[config.mk]
export PLATFORM = sky130hd
export DESIGN_NAME = sdcd_fifo
export DESIGN_NICKNAME = d
export VERILOG_FILES = /design/src/rtl/sdcd_pkg.sv /design/src/rtl/sdcd_fifo.sv
export SDC_FILE = /design/constraint.sdc
export NUM_CORES = 1
export LEC_CHECK = 0
export BUFFER_PORTS_ARGS = -buffer_cell sky130_fd_sc_hd__clkbuf_2
export CAP_MARGIN = 20
export CORE_MARGIN = 2
export CORE_UTILIZATION = 58
export CTS_BUF_LIST = sky130_fd_sc_hd__clkbuf_4 sky130_fd_sc_hd__clkbuf_8
export CTS_CLUSTER_DIAMETER = 150
export DETAILED_ROUTE_END_ITERATION = 16
export PLACE_DENSITY = 0.87
export REMOVE_ABC_BUFFERS = 1
export SETUP_SLACK_MARGIN = 0.5
export SLEW_MARGIN = 20
export SYNTH_ARGS = -nofsm -noshare
export SYNTH_HDL_FRONTEND = slang
export SYNTH_SLANG_ARGS = --single-unit
[constraint.sdc]
create_clock -name clk -period 4.1 [get_ports clk]
set_input_delay 0.205 -clock clk [delete_from_list [all_inputs] [get_ports clk]]
set_output_delay 0.205 -clock clk [all_outputs]
set_load 0.01 [all_outputs]
[src/rtl/sdcd_pkg.sv]
// Shared types and constants for the stereo decimate / cross delay core.
// No dependencies; every other file imports this package.
package sdcd_pkg;

    localparam int SAMPLE_W         = 16;
    localparam int QUARTER_W        = SAMPLE_W - 2;
    localparam int DELAY_CFG_W      = 13;
    localparam int MAX_DELAY_FRAMES = 4096;
    localparam int QUEUE_DEPTH      = 2;
    localparam int MIN_DELAY_FRAMES = 2;

    typedef struct packed {
        logic signed [SAMPLE_W-1:0] first_left;
        logic signed [SAMPLE_W-1:0] first_right;
        logic signed [SAMPLE_W-1:0] second_left;
        logic signed [SAMPLE_W-1:0] second_right;
    } in_item_t;

    typedef struct packed {
        logic signed [SAMPLE_W-1:0] out_left;
        logic signed [SAMPLE_W-1:0] out_right;
    } out_item_t;

endpackage

[src/rtl/sdcd_fifo.sv]
// Small two-entry register queue used between the core's stages.
// Depends on sdcd_pkg for the queue depth.
module sdcd_fifo #(
    parameter int WIDTH = 32
) (
    input  logic             clk,
    input  logic             rst_n,
    input  logic             push,
    input  logic [WIDTH-1:0] wdata,
    output logic             full,
    input  logic             pop,
    output logic [WIDTH-1:0] rdata,
    output logic             empty
);
    import sdcd_pkg::*;

    localparam int PTR_W = (QUEUE_DEPTH > 1) ? $clog2(QUEUE_DEPTH) : 1;
    localparam int CNT_W = $clog2(QUEUE_DEPTH + 1);

    logic [WIDTH-1:0] slot_reg [QUEUE_DEPTH];
    logic [PTR_W-1:0] wr_ptr_reg, wr_ptr_next;
    logic [PTR_W-1:0] rd_ptr_reg, rd_ptr_next;
    logic [CNT_W-1:0] count_reg, count_next;
    logic             do_push;
    logic             do_pop;

    assign full    = (count_reg == CNT_W'(QUEUE_DEPTH));
    assign empty   = (count_reg == '0);
    assign rdata   = slot_reg[rd_ptr_reg];
    assign do_push = push && !full;
    assign do_pop  = pop && !empty;

    always_comb
    begin
        wr_ptr_next = wr_ptr_reg;
        rd_ptr_next = rd_ptr_reg;
        count_next  = count_reg;
        if (do_push)
        begin
            wr_ptr_next = (wr_ptr_reg == PTR_W'(QUEUE_DEPTH - 1)) ? '0 : wr_ptr_reg + 1'b1;
        end
        if (do_pop)
        begin
            rd_ptr_next = (rd_ptr_reg == PTR_W'(QUEUE_DEPTH - 1)) ? '0 : rd_ptr_reg + 1'b1;
        end
        if (do_push && !do_pop)
        begin
            count_next = count_reg + 1'b1;
        end
        else if (do_pop && !do_push)
        begin
            count_next = count_reg - 1'b1;
        end
    end

    always_ff @(posedge clk or negedge rst_n)
    begin
        if (!rst_n)
        begin
            wr_ptr_reg <= '0;
            rd_ptr_reg <= '0;
            count_reg  <= '0;
        end
        else
        begin
            wr_ptr_reg <= wr_ptr_next;
            rd_ptr_reg <= rd_ptr_next;
            count_reg  <= count_next;
        end
    end

    always_ff @(posedge clk)
    begin
        if (do_push)
        begin
            slot_reg[wr_ptr_reg] <= wdata;
        end
    end

endmodule

Word-level counts from Yosys, hierarchy flattened
Memory sizes are Yosys's and may differ from the RTL's.
Cells that the tools add are included.
{"block": "classes", "add_sub_neg": 4, "eq_ne": 1, "n_mux": 6, "n_reduce_logical": 10}
{"op": "1-bit logical AND", "n": 4}
{"op": "1-bit logical NOT", "n": 4}
{"op": "1-bit two-way mux", "n": 4}
{"op": "2-bit two-way mux", "n": 2}
{"op": "1-bit adder, second input constant", "n": 2}
{"op": "2-bit by 1-bit adder with 2-bit output, second input constant", "n": 1}
{"op": "2-bit equality test, second input constant", "n": 1}
{"op": "2-bit logical NOT", "n": 1}
{"op": "2-bit nonzero test", "n": 1}
{"op": "2-bit by 1-bit subtractor with 2-bit output, second input constant", "n": 1}
{"block": "word_totals", "register_bits": 4, "ram_bits": 64, "inputBits": 36, "out_inout_bits": 34, "memories": 1}
{"name": "slot_reg", "words": 2, "word_bits": 32, "rd": 1, "rd_clocked_by_memory_dff": 0, "wr": 1, "line": "sdcd_fifo.sv:20", "rtl": "logic [WIDTH-1:0] slot_reg [QUEUE_DEPTH];"}

Depth between registers and ports, before layout
{"block": "depth", "word_depth": 7, "depth_mapped": 7, "depth_no_buf": 7}

Least setup slack after synthesis
Ideal clock, no wire load.
{"block": "synth_timing", "path_kind": "reg-to-reg", "from": "register count_reg[0]", "to": "memory slot_reg[0][0], enable pin", "t_arrival_ps": 2004, "t_required_ps": 3679, "path_slack_ps": 1675, "path_stages_with_launch": 4, "path_buffers": 0, "period_less_slack_ps": 2425, "cell_sequence": "dfrtp_1 -> nand2b_1 -> nand2_1 -> nor2_1"}
{"block": "synth_via", "elab_chain_cells": 5}
{"element": "start: declaration", "line": "sdcd_fifo.sv:23", "rtl": "logic [CNT_W-1:0] count_reg, count_next;"}
{"element": "start signal: assignment", "line": "sdcd_fifo.sv:68", "rtl": "count_reg <= count_next;"}
{"element": "2-bit equality test", "line": "sdcd_fifo.sv:27", "rtl": "assign full = (count_reg == CNT_W'(QUEUE_DEPTH));"}
{"element": "1-bit logical NOT", "line": "sdcd_fifo.sv:30", "rtl": "assign do_push = push && !full;"}
{"element": "1-bit logical AND", "line": "sdcd_fifo.sv:30"}
{"element": "1-bit two-way mux", "line": "sdcd_fifo.sv:74", "rtl": "if (do_push)"}
{"element": "1-bit two-way mux (implied by the code)", "line": "sdcd_fifo.sv:76", "rtl": "slot_reg[wr_ptr_reg] <= wdata;"}
{"element": "end: declaration", "line": "sdcd_fifo.sv:20"}
Every way passes these cells.

Worst setup path in the final report
{"block": "layout_timing", "from": "register rd_ptr_reg", "to": "output rdata[10]"}
{"block": "layout_via", "elab_chain_cells": 1}
{"element": "start: declaration", "line": "sdcd_fifo.sv:22", "rtl": "logic [PTR_W-1:0] rd_ptr_reg, rd_ptr_next;"}
{"element": "start signal: assignment", "line": "sdcd_fifo.sv:67", "rtl": "rd_ptr_reg <= rd_ptr_next;"}
{"element": "memory read 2 x 32 bit"}
{"element": "end: declaration", "line": "sdcd_fifo.sv:12", "rtl": "output logic [WIDTH-1:0] rdata,"}
Every way passes these cells.

==> flow_summary.ini <==
[hold_path]
holdCritPathClass = in -> reg

[cells_and_area]
areaGrowthSynthToFinish_pct = 21.2
largest_reg_flops = 64
layout-drive-gt1-share = 0.589
final_cell_mix = 69 x clkbuf_2, 64 x edfxtp_1, 29 x mux2_4, 13 x clkbuf_8
fin_nets = 234
final_common_cell = clkbuf_2
diodes = 0

[setup_path]
crit_fanout = 33
crit_chain = mux2_2 -> clkbuf_2
crit_family = flip-flops
cp_slowest_stage_delay_ns = 1.04
path_buf_inv = 1
slowest_stage = dfrtp_2
cp.arrival_ns = 1.93
worstSetupStartpointType = flip-flop
critical_path_class = reg -> out
cp-end-kind = primary output
required_ns = 3.89

[floorplanning]
die-width_um = 71.7
rows = 24
core_um2 = 4380
dieArea_um2 = 5140
die_y_um = 71.7
ioPinCount = 70
initial_core_util = 0.606

[cts]
clk_latency_ns = 0.33
cts_tree = yes
cts_num_sinks = 68
clock_path_buffers = 2
cts_inserted_buffers = 9
cts_max_level = 3
cts_root_buffer = clkbuf_8
clkTransAtPathRegs_ns = 0.07
cts_setup_buffers = 0

[timing]
drv_slew = 0
worst_clock_skew_ns = 0.00452
period_needed_ns = 2.13
layout_worst_path_cycle_share = 0.521
tns_ns = 0
layout_setup_ws_ns = 1.97
relSlewSlack = 0.322
fmax_mhz = 468
worst_pin_slew_ns = 1.02
hold_viol = 0
setup_viol = 0
grt_setup_unrepaired = no

[detailed_routing]
drt_wl_total_mm = 4.13
vias = 1313
wl_per_cell_um = 16.3
firstDrtPassIters = 4
vias_per_cell = 5.17
drc = 0
drtIter0Drc = 145
final_antenna_net_count = 0

[global_routing]
grt_overflow = 0
grt_start_max_net_pins = 34
grt_use_total = 0.176
grt_pass1_vias = 1404
grt_first_pass_wirelength_mm = 6.51
antenna_found_initial = 0

[pwr]
p_leak_nw = 1.35
ir_drop_mv = 0.735
power_density_nw_per_um2 = 715

[logic_synthesis]
synth_area_um2 = 2660
synth-seq-cells = 68
syn_inst = 119
yosys_warnings = 0
yosys.area.top_type = edfxtp_1
yosysSeqAreaShare = 0.760
synth.top_cell.area_share = 0.723
yosys-top-cells-area = edfxtp_1 72%, mux2_4 16%, dfrtp_1 3.8%
avgSynthCellArea_um2 = 22.3
ys_types = 15

[place]
dp_hpwl_mm = 2.76
gp_congestion = 0.725
pre_cts_slack_ns = 2.22
buffer_ports.inserted = 69

[flow_run]
maxCapViolations = 0

[status]
outcome = completed
==> metal layers <==
metal | wire length (um) | share of wire | GRT usage | vias to the layer above
met5 | 0 | 0 | 0 | -
met4 | 48 | 0.012 | 0.101 | 0
met3 | 394 | 0.095 | 0.0745 | 6
met2 | 2110 | 0.51 | 0.289 | 57
met1 | 1580 | 0.38 | 0.193 | 635
li1 | - | - | - | 615
==> stage by stage <==
stage / std cells / util / instance area, um^2 / hold WS, ns / power (mW)
after floorplan: 115 / - / 2590 / -0.0906 / 1.55
after CTS: 254 / 0.735 / 3220 / 0.0421 / 2.33
after global routing: 254 / 0.735 / 3220 / 0.0424 / 2.41
final: 254 / 0.735 / 3220 / 0.0596 / 2.30
after detailed placement: 237 / 0.688 / 3010 / 0.0185 / 1.81
after global placement: 237 / 0.688 / 3010 / 0.0130 / 1.77
==> report_power, final <==
group	internal (mW)	switching, mW
sequential	0.955	0.143
clock	0.298	0.222
combinational	0.388	0.297
total	1.64	0.662
==> path summary, 6_finish.rpt <==
kind / from / end / slack, ns / depth (start not counted)
hold / removal: wdata[8] / slot_reg[1][8]$_DFFE_PP_ / 0.06 / 1
setup reg to reg: count_reg[0]$_DFFE_PN0P_ / slot_reg[0][15]$_DFFE_PP_ / 2.23 / 3
setup / recovery: rd_ptr_reg$_DFFE_PN0P_ / rdata[10] / 1.97 / 2
hold reg to reg: count_reg[1]$_DFFE_PN0P_ / count_reg[1]$_DFFE_PN0P_ / 0.55 / 1
min in group asynchronous: rst_n / count_reg[0]$_DFFE_PN0P_ / 0.21 / 2
max in group asynchronous: rst_n / rd_ptr_reg$_DFFE_PN0P_ / 3.74 / 2
==> repair_timing <==
action                                 in CTS  in global routing
hold buffers                                1                  0
gates resized for setup                     0                  0
endpoints found under the hold margin       4                  0
==> cells by family after synthesis <==
family / share of synthesized area
multiplexers: 0.176
flip-flops: 0.760
AO/OA/AOI/OAI: 0.00188
adder cells (fa/ha/maj): 0.00471
buffers and inverters: 0.0296
XOR/XNOR: 0.0165
AND/OR/NAND/NOR: 0.0104
==> cell usage after synthesis <==
library cell  count
mux2_4           29
edfxtp_1         64
buf_12            3
o21ai_1           1
nand2b_1          1
buf_6             1
nand2_1           1
and3_1            1
mux2_2            3
inv_1             2
ha_1              1
dfrtp_1           4
xnor2_1           3
nor2_1            3
xor2_1            2
==> layout make-up <==
cell class / count / area [um^2]
inverter: 2 / 7.51
multi-input combinational: 45 / 566
clock buffer: 15 / 194
timing repair buffer: 71 / 363
fill: 270 / 1160
clock inverter: 1 / 3.75
sequential: 68 / 2020
tap: 52 / 65.1
No activity file was read; power rests on OpenSTA's default activity.
