==> src/rtl/sdcd_pkg.sv <==
// Shared types and constants for the stereo decimate / cross delay core.
// No dependencies; every other file imports this package.
package sdcd_pkg;

    localparam int SAMPLE_W         = 16;
    localparam int QUARTER_W        = SAMPLE_W - 2;
    localparam int DELAY_CFG_W      = 13;
    localparam int MAX_DELAY_FRAMES = 4096;
    localparam int QUEUE_DEPTH      = 2;
    localparam int MIN_DELAY_FRAMES = 2;

    typedef struct packed {
        logic signed [SAMPLE_W-1:0] first_left;
        logic signed [SAMPLE_W-1:0] first_right;
        logic signed [SAMPLE_W-1:0] second_left;
        logic signed [SAMPLE_W-1:0] second_right;
    } in_item_t;

    typedef struct packed {
        logic signed [SAMPLE_W-1:0] out_left;
        logic signed [SAMPLE_W-1:0] out_right;
    } out_item_t;

endpackage

==> src/rtl/sdcd_front.sv <==
// Front end: accepts input beats, runs the 2:1 decimator, holds the delay
// length register and assigns each beat its ring slot. Depends on sdcd_pkg.
module sdcd_front #(
    parameter int MAX_DELAY_FRAMES = sdcd_pkg::MAX_DELAY_FRAMES,
    parameter int IDX_W            = $clog2(MAX_DELAY_FRAMES)
) (
    input  logic                                clk,
    input  logic                                rst_n,
    input  logic                                push,
    output logic                                full,
    input  sdcd_pkg::in_item_t                  in_item,
    input  logic                                cfg_valid,
    input  logic [sdcd_pkg::DELAY_CFG_W-1:0]    cfg_data,
    input  logic                                clearing,
    input  logic                                mid_full,
    output logic                                mid_push,
    output logic                                mid_mix,
    output logic [IDX_W-1:0]                    mid_idx,
    output sdcd_pkg::out_item_t                 mid_pair
);
    import sdcd_pkg::*;

    localparam int MAXC_W = $clog2(MAX_DELAY_FRAMES + 1);
    localparam int LEN_W  = (DELAY_CFG_W > MAXC_W) ? DELAY_CFG_W : MAXC_W;

    logic [DELAY_CFG_W-1:0]     delay_frames_reg;
    logic signed [QUARTER_W-1:0] held_left_reg, held_left_next;
    logic signed [QUARTER_W-1:0] held_right_reg, held_right_next;
    logic [IDX_W-1:0]           idx_reg, idx_next;
    logic [LEN_W-1:0]           len_cfg;
    logic [LEN_W-1:0]           len_eff;
    logic [LEN_W-1:0]           idx_inc;
    logic                       accept;

    assign full   = mid_full || clearing;
    assign accept = push && !full;

    // effective ring length: clamp to the store size
    assign len_cfg = LEN_W'(delay_frames_reg);
    assign len_eff = (len_cfg > LEN_W'(MAX_DELAY_FRAMES)) ? LEN_W'(MAX_DELAY_FRAMES) : len_cfg;
    assign idx_inc = LEN_W'(idx_reg) + 1'b1;

    assign held_left_next  = in_item.second_left[SAMPLE_W-1:2];
    assign held_right_next = in_item.second_right[SAMPLE_W-1:2];

    always_comb
    begin
        mid_push = accept;
        mid_mix  = (len_cfg >= LEN_W'(MIN_DELAY_FRAMES));
        mid_idx  = idx_reg;
        mid_pair.out_left  = {{2{held_left_reg[QUARTER_W-1]}}, held_left_reg}
                           + {in_item.first_left[SAMPLE_W-1], in_item.first_left[SAMPLE_W-1:1]}
                           + {{2{held_left_next[QUARTER_W-1]}}, held_left_next};
        mid_pair.out_right = {{2{held_right_reg[QUARTER_W-1]}}, held_right_reg}
                           + {in_item.first_right[SAMPLE_W-1], in_item.first_right[SAMPLE_W-1:1]}
                           + {{2{held_right_next[QUARTER_W-1]}}, held_right_next};
        idx_next = idx_reg;
        if (accept && mid_mix)
        begin
            // wrap once the index reaches the ring length
            idx_next = (idx_inc >= len_eff) ? '0 : idx_inc[IDX_W-1:0];
        end
    end

    always_ff @(posedge clk or negedge rst_n)
    begin
        if (!rst_n)
        begin
            delay_frames_reg <= '0;
            held_left_reg    <= '0;
            held_right_reg   <= '0;
            idx_reg          <= '0;
        end
        else
        begin
            if (cfg_valid)
            begin
                delay_frames_reg <= cfg_data;
            end
            if (accept)
            begin
                held_left_reg  <= held_left_next;
                held_right_reg <= held_right_next;
            end
            idx_reg <= idx_next;
        end
    end

endmodule

==> config.mk <==
export PLATFORM = sky130hd
export DESIGN_NAME = sdcd_front
export DESIGN_NICKNAME = d
export VERILOG_FILES = /design/src/rtl/sdcd_pkg.sv /design/src/rtl/sdcd_front.sv
export SDC_FILE = /design/constraint.sdc
export NUM_CORES = 1
export LEC_CHECK = 0
export ABC_CLOCK_PERIOD_IN_PS = 8900
export BUFFER_PORTS_ARGS = -buffer_cell sky130_fd_sc_hd__clkbuf_2
export CORE_MARGIN = 10
export CORE_UTILIZATION = 55
export CTS_CLUSTER_SIZE = 20
export DETAILED_ROUTE_END_ITERATION = 6
export HOLD_SLACK_MARGIN = 0.06
export MAX_ROUTING_LAYER = met4
export PLACE_DENSITY_LB_ADDON = 0.25
export RECOVER_POWER = 100
export SLEW_MARGIN = 20
export SYNTH_ARGS = -nofsm -noshare
export SYNTH_HDL_FRONTEND = slang
export SYNTH_SLANG_ARGS = --single-unit
==> constraint.sdc <==
create_clock -name clk -period 8.9 [get_ports clk]
set_input_delay 0.445 -clock clk [delete_from_list [all_inputs] [get_ports clk]]
set_output_delay 0.445 -clock clk [all_outputs]
set_load 0.005 [all_outputs]
# --- Word-level counts from Yosys, hierarchy flattened ---
# Index checks and enable logic that the tools add are counted.
op_classes:
  reduce_logical: 4
  n_addsub: 5
  muxes: 2
  magnitude_cmp: 3
op_table:
  columns: ["op", "count"]
  rows:
  - ["$add A14 B15 Y16", 2]
  - ["$add A16 B16 Y16", 2]
  - ["$add A12 B1 Y13 const B", 1]
  - ["$ge A13 B13 Y1", 1]
  - ["$ge A13 B2 Y1 const B", 1]
  - ["$gt A13 B13 Y1 const B", 1]
  - ["$mux W13", 1]
  - ["$mux W12", 1]
  - ["$logic_and A1 B1 Y1", 2]
  - ["$logic_not A1 Y1", 1]
  - ["$logic_or A1 B1 Y1", 1]
word_totals:
  output_inout_bits: 47
  register_bits: 53
  input_bits: 83
  word_cells: 18

# --- Logic depth before layout (Yosys ltp) ---
# Gate-level depths: netlist (run 1).
depth:
  depth_word: 4
  mapped_depth: 15
  depth_no_buf: 13

# --- Worst setup path after synthesis (run 1) ---
# No wires, ideal clock.
synth_timing:
  kind: "reg2reg"
  from: "register idx_reg[2], in the netlist mid_idx[2]"
  to: "register idx_reg[5], in the netlist mid_idx[5]"
  arrival_time_ns: 2.867
  synth_period_minus_slack_ns: 2.988
  path_buffers: 2
  slack_ns: 5.912
  setup_ns: 0.121
  t_required_ns: 8.779
  path_stages_with_launch: 16
  cell_sequence: "dfrtp_1 > and3_1 > and3_1 > buf_4 > nand2_1 > nor3_2 > xnor2_1 > inv_1 > ha_1 > nand4_1 > or4_1 > a211oi_2 > or4_4 > buf_6 > o21ai_1 > a22o_1"
synth_between:
  elab_chain_len: 3
synth_rtl:
  columns: ["element", "line", "rtl"]
  rows:
  - ["start, declared", "sdcd_front.sv:29", "logic [IDX_W-1:0] idx_reg, idx_next;"]
  - ["start signal, assigned", "sdcd_front.sv:85", "idx_reg <= idx_next;"]
  - ["$add A12 B1 Y13 *", "sdcd_front.sv:41", "assign idx_inc = LEN_W'(idx_reg) + 1'b1;"]
  - ["$ge A13 B13 Y1", "sdcd_front.sv:61", "idx_next = (idx_inc >= len_eff) ? '0 : idx_inc[IDX_W-1:0];"]
  - ["$mux W12 *", "sdcd_front.sv:61", null]
# Mark *: on every way between the ends. The rest lies on a longest branch, timed or not.
# A chain may end at the register's enable or synchronous reset.

# --- Final worst setup path (run 1) ---
layout_timing:
  from: "register idx_reg[2], in the netlist mid_idx[2]"
  to: "register idx_reg[0], in the netlist mid_idx[0]"
layout_between:
  elab_chain_len: 3
layout_rtl:
  columns: ["element", "line"]
  rows:
  - ["$add A12 B1 Y13", "sdcd_front.sv:41"]
  - ["$ge A13 B13 Y1", "sdcd_front.sv:61"]
  - ["$mux W12", "sdcd_front.sv:61"]
# Every way passes these cells.

==> impl_results.md, run 1 <==
- Status: finished, violations left
- Max stage delay on crit path: 540 ps
- Vias/cell: 5.57
- First-pass GRT wire length: 17600 um
- Multi-input gate area: 3000 um2
- 1st-pass router iterations: 4
- Initial antenna violation count: 0
- Row cnt: 32
- Power per cell area: 221 nW/um2
- Longest Clk Path Bufs: 2
- CP Launch Point: mid_idx[2]
- Commonest non-fill, non-tap cell in the layout: clkbuf_2
- Violated checks: max-capacitance violations, max-slew violations
- Via Count: 3713
- CTS Buf Count: 5
- Post-route ant nets: 0
- Maxcap violations: 2
- Crit end category: register
- Die area: 12200 um2
- Resize count post-CTS: 0
- Syn Nets: 598
- Fin Setup TNS: 0 ps
- Cells along the critical path: and3_1, and3_1, nand2_1, nor3_1, xnor2_1, inv_1, ha_1, nand4_1, or4_1, a211oi_1, or4_1, nor2_1, mux2_2
- Commonest cells after routing, fill and taps aside: 87 x clkbuf_2, 53 x dfrtp_1, 43 x nand2_1
- Mapped cell area: 4490 um2
- Post-CTS Setup Inserts: 0
- Total Power: 1160 uW
- Worst-path clk slew: 110 ps
- Area delta synth->final: 16.8%
- Seq/Total Area, Yosys: 29.5%
- Synth warnings: 0
- Syn avg cell area: 10.2 um2
- Starting density of the core: 57.3%
- Post-synth EDFFs: 0
- DRC violation count after routing: 0
- Syn Inst Count: 441
- Ant. Diodes: 0
- CTS Sinks: 53
- Max Fanout on Critical Path: 12
- Final Non-Filler Cells: 667
- H-tree depth: 2
- I/O Buffers: 123
- Relative slew slack: -90.2%
- Final hold violations: 0
- GP Congestion: 0.836
- CTS tree: built
- Crit path max-delay family: simple AND/OR/NAND/NOR gates
- Cell variety after synth: 52
- Worst slack, placed: 5400 ps
- Core area: 7850 um2
- DIE HEIGHT: 110 um
- Synth Register Bits: 53
- Clock skew: 7.65 ps
- Hold slack final: 339 ps
- Period utilisation layout: 41.9%
- CP required: 9100 ps
- Sequential Area: 1330 um2
- NumNets Final: 721
- Primary FF master, synth: dfrtp_1
- Setup violators final: 0
- Slowest cell on crit path: or4_1
- Worst Hold Class: input pin to register
- Grt total ovfl: 0
- Worst-Margin Slew: 2850 ps
- Leakage power: 0.00248 uW
- Period minus WS final: 3730 ps
- R2R Path Start: mid_idx[2]
- Largest net degree at the start of global routing: 54
- Fill cell count: 672
- DRT iter0 DRCs: 155
- Ports: 130
- Share of layout cells above drive strength 1: 24.4%
- Setup ws final: 5170 ps
- WL final: 10600 um
- Max frequency: 268 MHz
- Unrepaired setup endpoints after global routing: false
- DP HPWL: 8750 um
- Setup Crit Path Kind: register to register
- Slew Limit Fails: 88
- Worst IR Drop VDD: 0.000145 V
- Skew-Pair Late Insertion Delay: 310 ps
- Root buf cell: clkbuf_8
- Critical Path AT: 3930 ps
- Crit start category: register
- Ys async rst share: 100%
- Routed len/inst: 15.9 um
- Hold path start: cfg_data[12]
- Vias in the first global route: 3865
- GRT Resource Usage Total: 18.3%
- CP bufs+invs: 1
- Die X-Extent: 110 um
- Dpl cells: 659
- Hold buffer count at CTS: 0
## worst register-to-register path, cell delays in order, from the launching register on
cell	delay [ps]
dfrtp_1	480
and3_1	220
and3_1	300
nand2_1	90
nor3_1	240
xnor2_1	180
inv_1	70
ha_1	300
nand4_1	120
or4_1	540
a211oi_1	240
or4_1	410
nor2_1	160
mux2_2	300
## cell usage after synthesis (8+ instances only)
library cell	number	area share, %
ha_1	42	12
inv_1	29	2.4
o21ai_0	20	2.2
mux2_2	39	9.8
nor2_1	25	2.1
dfrtp_1	53	30
nand2_1	43	3.6
a21oi_1	21	2.3
xor2_1	14	2.7
fa_1	32	14
nand3_1	12	1.3
xnor2_1	21	4.1
a21o_1	8	1.3
## where the power goes
group / internal, uW / total (uW) / switching [uW]
combinational: 315 / 683 / 368
sequential: 278 / 309 / 31.7
clock: 84.5 / 170 / 85.2
total: 677 / 1160 / 485
## area by class of cell
class / count / share of cell area [%]
Clock buffer: 5 / 1.31
Multi-Input combinational cell: 350 / 57.1
Tap cell: 102 / 2.43
Clock inverter: 3 / 0.834
Timing Repair Buffer: 125 / 11.0
Sequential cell: 53 / 25.3
Inverter: 29 / 2.07
## final timing paths
check | endpoint | slack [ps] | cells past startpoint
worst min-delay path | delay_frames_reg[12] | 340 | 3
worst max-delay path | mid_idx[0] | 5170 | 13
min in group asynchronous | delay_frames_reg[10] | 1140 | 2
worst max register to register | mid_idx[0] | 5170 | 13
worst min register to register | held_right_reg[1] | 540 | 1
max in group asynchronous | held_left_reg[10] | 6150 | 2
## metrics by stage
step	cell area [um2]	util [%]
floorplan	4490	-
finish	5250	66.9
detailed placement	5210	66.3
global route	5250	66.9
global placement	5210	66.3
CTS	5320	67.8
## logic make-up (layout without fill, tap and decap cells)
kind of cell	after synthesis	count (layout)	synth area share [%]
AND/OR/NAND/NOR	121	121	12.9
AO/OA/AOI/OAI	81	81	11.5
adder cells (fa/ha/maj)	74	74	25.9
flip-flops	53	53	29.5
multiplexers	39	39	9.77
buffers and inverters	38	162	3.51
XOR/XNOR	35	35	6.82
## per-layer routing
layer  wire length, um  track usage, %
met3               882            4.00
met1              4520            22.1
met4               133            4.40
met5                 0               -
met2              5050            30.6
Note: power is estimated with default switching activity, not from simulation.
==> run 2, diff against run 1 <==
--- a/config.mk
+++ b/config.mk
@@ -5,10 +5,10 @@
 export SDC_FILE = /design/constraint.sdc
 export NUM_CORES = 1
 export LEC_CHECK = 0
-export ABC_CLOCK_PERIOD_IN_PS = 8900
+export ABC_CLOCK_PERIOD_IN_PS = 3110
 export BUFFER_PORTS_ARGS = -buffer_cell sky130_fd_sc_hd__clkbuf_2
 export CORE_MARGIN = 10
-export CORE_UTILIZATION = 55
+export CORE_UTILIZATION = 48
 export CTS_CLUSTER_SIZE = 20
 export DETAILED_ROUTE_END_ITERATION = 6
 export HOLD_SLACK_MARGIN = 0.06
==> constraint.sdc (replaced) <==
create_clock -name clk -period 3.11 [get_ports clk]
set_input_delay 0.1555 -clock clk [delete_from_list [all_inputs] [get_ports clk]]
set_output_delay 0.1555 -clock clk [all_outputs]
set_load 0.005 [all_outputs]
==> run 2 against run 1 <==
  * The flow still finishes with violations (max-capacitance violations, max-slew violations)
  * Via count up 1.3%
  * Sequential share of layout area down 1.7 points
  * Count of clock-buffer cells in the layout unchanged
  * Global-route usage down 1.8 points
  * Critical path depth down 2
  * Design area up 7.3%
  * Setup slack worse by 5100 ps
==> impl_results.md, run 2 (synthesis results as in run 1) <==
- Status: finished, violations left
- Violated checks: max-capacitance violations, max-slew violations
- DRC violation count after routing: 0
- Power per cell area: 620 nW/um2
- Worst IR Drop VDD: 0.000304 V
- CP required: 2950 ps
- Setup Crit Path Kind: register to output pin
- Hold depth: 2
- Slowest cell on crit path: fa_1
- Core area: 9200 um2
- Relative slew slack: -20.7%
- Period minus WS final: 3040 ps
- Fin Setup TNS: 0 ps
- Slew Limit Fails: 33
- Worst-case reg-to-reg path depth: 12
- Fill cell count: 781
- Leakage power: 0.00268 uW
- Longest Clk Path Bufs: 2
- Maxcap violations: 1
- DIE HEIGHT: 117 um
- Hold slack final: 76.4 ps
- Vias in the first global route: 3793
- NumNets Final: 753
- Crit path max-delay family: adder cells
- Share of layout cells above drive strength 1: 33.3%
- Ports: 130
- GP Congestion: 0.896
- First-pass GRT wire length: 17800 um
- Period utilisation layout: 97.6%
- Post-route ant nets: 0
- Crit start category: register
- Total Power: 3490 uW
- Hold EP: delay_frames_reg[4]
- 1st-pass router iterations: 4
- Final Core Density: 61.2%
- DRT iter0 DRCs: 165
- Placed Area: 5290 um2
- Setup violators final: 0
- Critical Path AT: 2880 ps
- Largest net degree at the start of global routing: 34
- Via Count: 3761
- I/O Buffers: 123
- R2R Setup Slk: 100 ps
- Max Fanout on Critical Path: 3
- Hold path start: cfg_data[4]
- R2R Path Start: mid_idx[0]
- Max stage delay on crit path: 490 ps
- Cells along the critical path: fa_1, ha_2, inv_2, fa_2, nor2b_4, o31a_1, o21ai_2, o211ai_1, a21oi_2, xnor2_1, buf_2
- Die area: 13600 um2
- H-tree depth: 2
- Root buf cell: clkbuf_8
- Grt total ovfl: 0
- Area delta synth->final: 25.3%
- Skew-Pair Late Insertion Delay: 320 ps
- Die X-Extent: 117 um
- GRT Resource Usage Total: 16.5%
- Crit end category: output pin
- Ant. Diodes: 0
- Vias/cell: 5.31
- Starting density of the core: 48.9%
- Unrepaired setup endpoints after global routing: true
- Worst-path clk slew: 110 ps
- DP HPWL: 9020 um
- CTS tree: built
- Row cnt: 35
- FF-to-FF End: mid_idx[9]
- Commonest non-fill, non-tap cell in the layout: clkbuf_2
- Commonest cells after routing, fill and taps aside: 106 x clkbuf_2, 53 x dfrtp_1, 43 x nand2_1
- Clock skew: 9.47 ps
- Initial antenna violation count: 0
- Max frequency: 329 MHz
- Routed len/inst: 15.4 um
- Design area: 5630 um2
- Worst Hold Class: input pin to register
- CP bufs+invs: 2
- WL final: 10900 um
- Final hold violations: 0
- Worst-Margin Slew: 1810 ps
- CTS Sinks: 53
- CTS Buf Count: 5
==> run 2: cell count changes in the layout (fill, tap and decap cells not counted), sizes merged <==
cell | previous run | this run
buf | 0 | 19
bufinv | 1 | 0
inv | 30 | 31
dlygate4sd3 | 0 | 13
==> run 2: through the flow <==
stage	cells	setup slack, ps
2_1_floorplan	441	122
4_1_cts	700	4.47
3_5_place_dp	678	79.3
3_3_place_gp	678	138
5_1_grt	708	-53.2
6_report	708	73.2
==> run 2: power by group <==
group	switching, uW	internal (uW)	total (uW)
Clock	270	169	440
Combinational	1120	1060	2180
Sequential	77.5	794	872
Total	1470	2020	3490
==> run 2: final cells by class <==
class	instances	area, um2	area share (%)
multi-input cells	350	3090	54.9
flip-flops and latches	53	1330	23.6
repair buffers	157	870	15.4
well taps	111	139	2.47
inverters	29	109	1.93
clock buffers	5	68.8	1.22
clock inverters	3	28.8	0.511
==> run 2: how the worst max path moves through the flow <==
stage,endpoint,depth (start not counted),start,slack [ps]
after floorplan,mid_idx[5],15,mid_idx[2],120
final,mid_pair[15],11,held_right_reg[1],70
after detailed placement,mid_pair[13],11,held_right_reg[1],80
after CTS,mid_pair[13],10,held_right_reg[1],4
after global placement,mid_idx[0],13,mid_idx[2],140
after global routing,mid_idx[9],12,mid_idx[0],-50
==> run 2: layer usage <==
layer	routed length [um]	vias up	GRT usage (%)	share of wire, %
li1	-	1860	-	-
met1	4840	1790	20.5	44
met2	5290	103	27.2	48
met3	687	8	3.49	6.3
met4	97	0	3.29	0.89
met5	0	-	-	0
==> run 2: timing repair <==
item / CTS / global route
pin swaps: 3 / 17
resized for setup: 7 / 21
buffers inserted: 1 / 8
hold endpoints to repair: 32 / 0
setup endpoints to repair: 5 / 16
hold buffers: 13 / 0
gates cloned: 0 / 0
==> run 2: worst reg2reg max path, delay by kind of cell, from the launching register on <==
kind / cells / cell delay [ps]
compound gates: 3 / 470
xor+xnor: 1 / 240
fa+ha+maj: 2 / 520
buf+inv: 1 / 180
flops: 1 / 480
simple gates: 5 / 1070
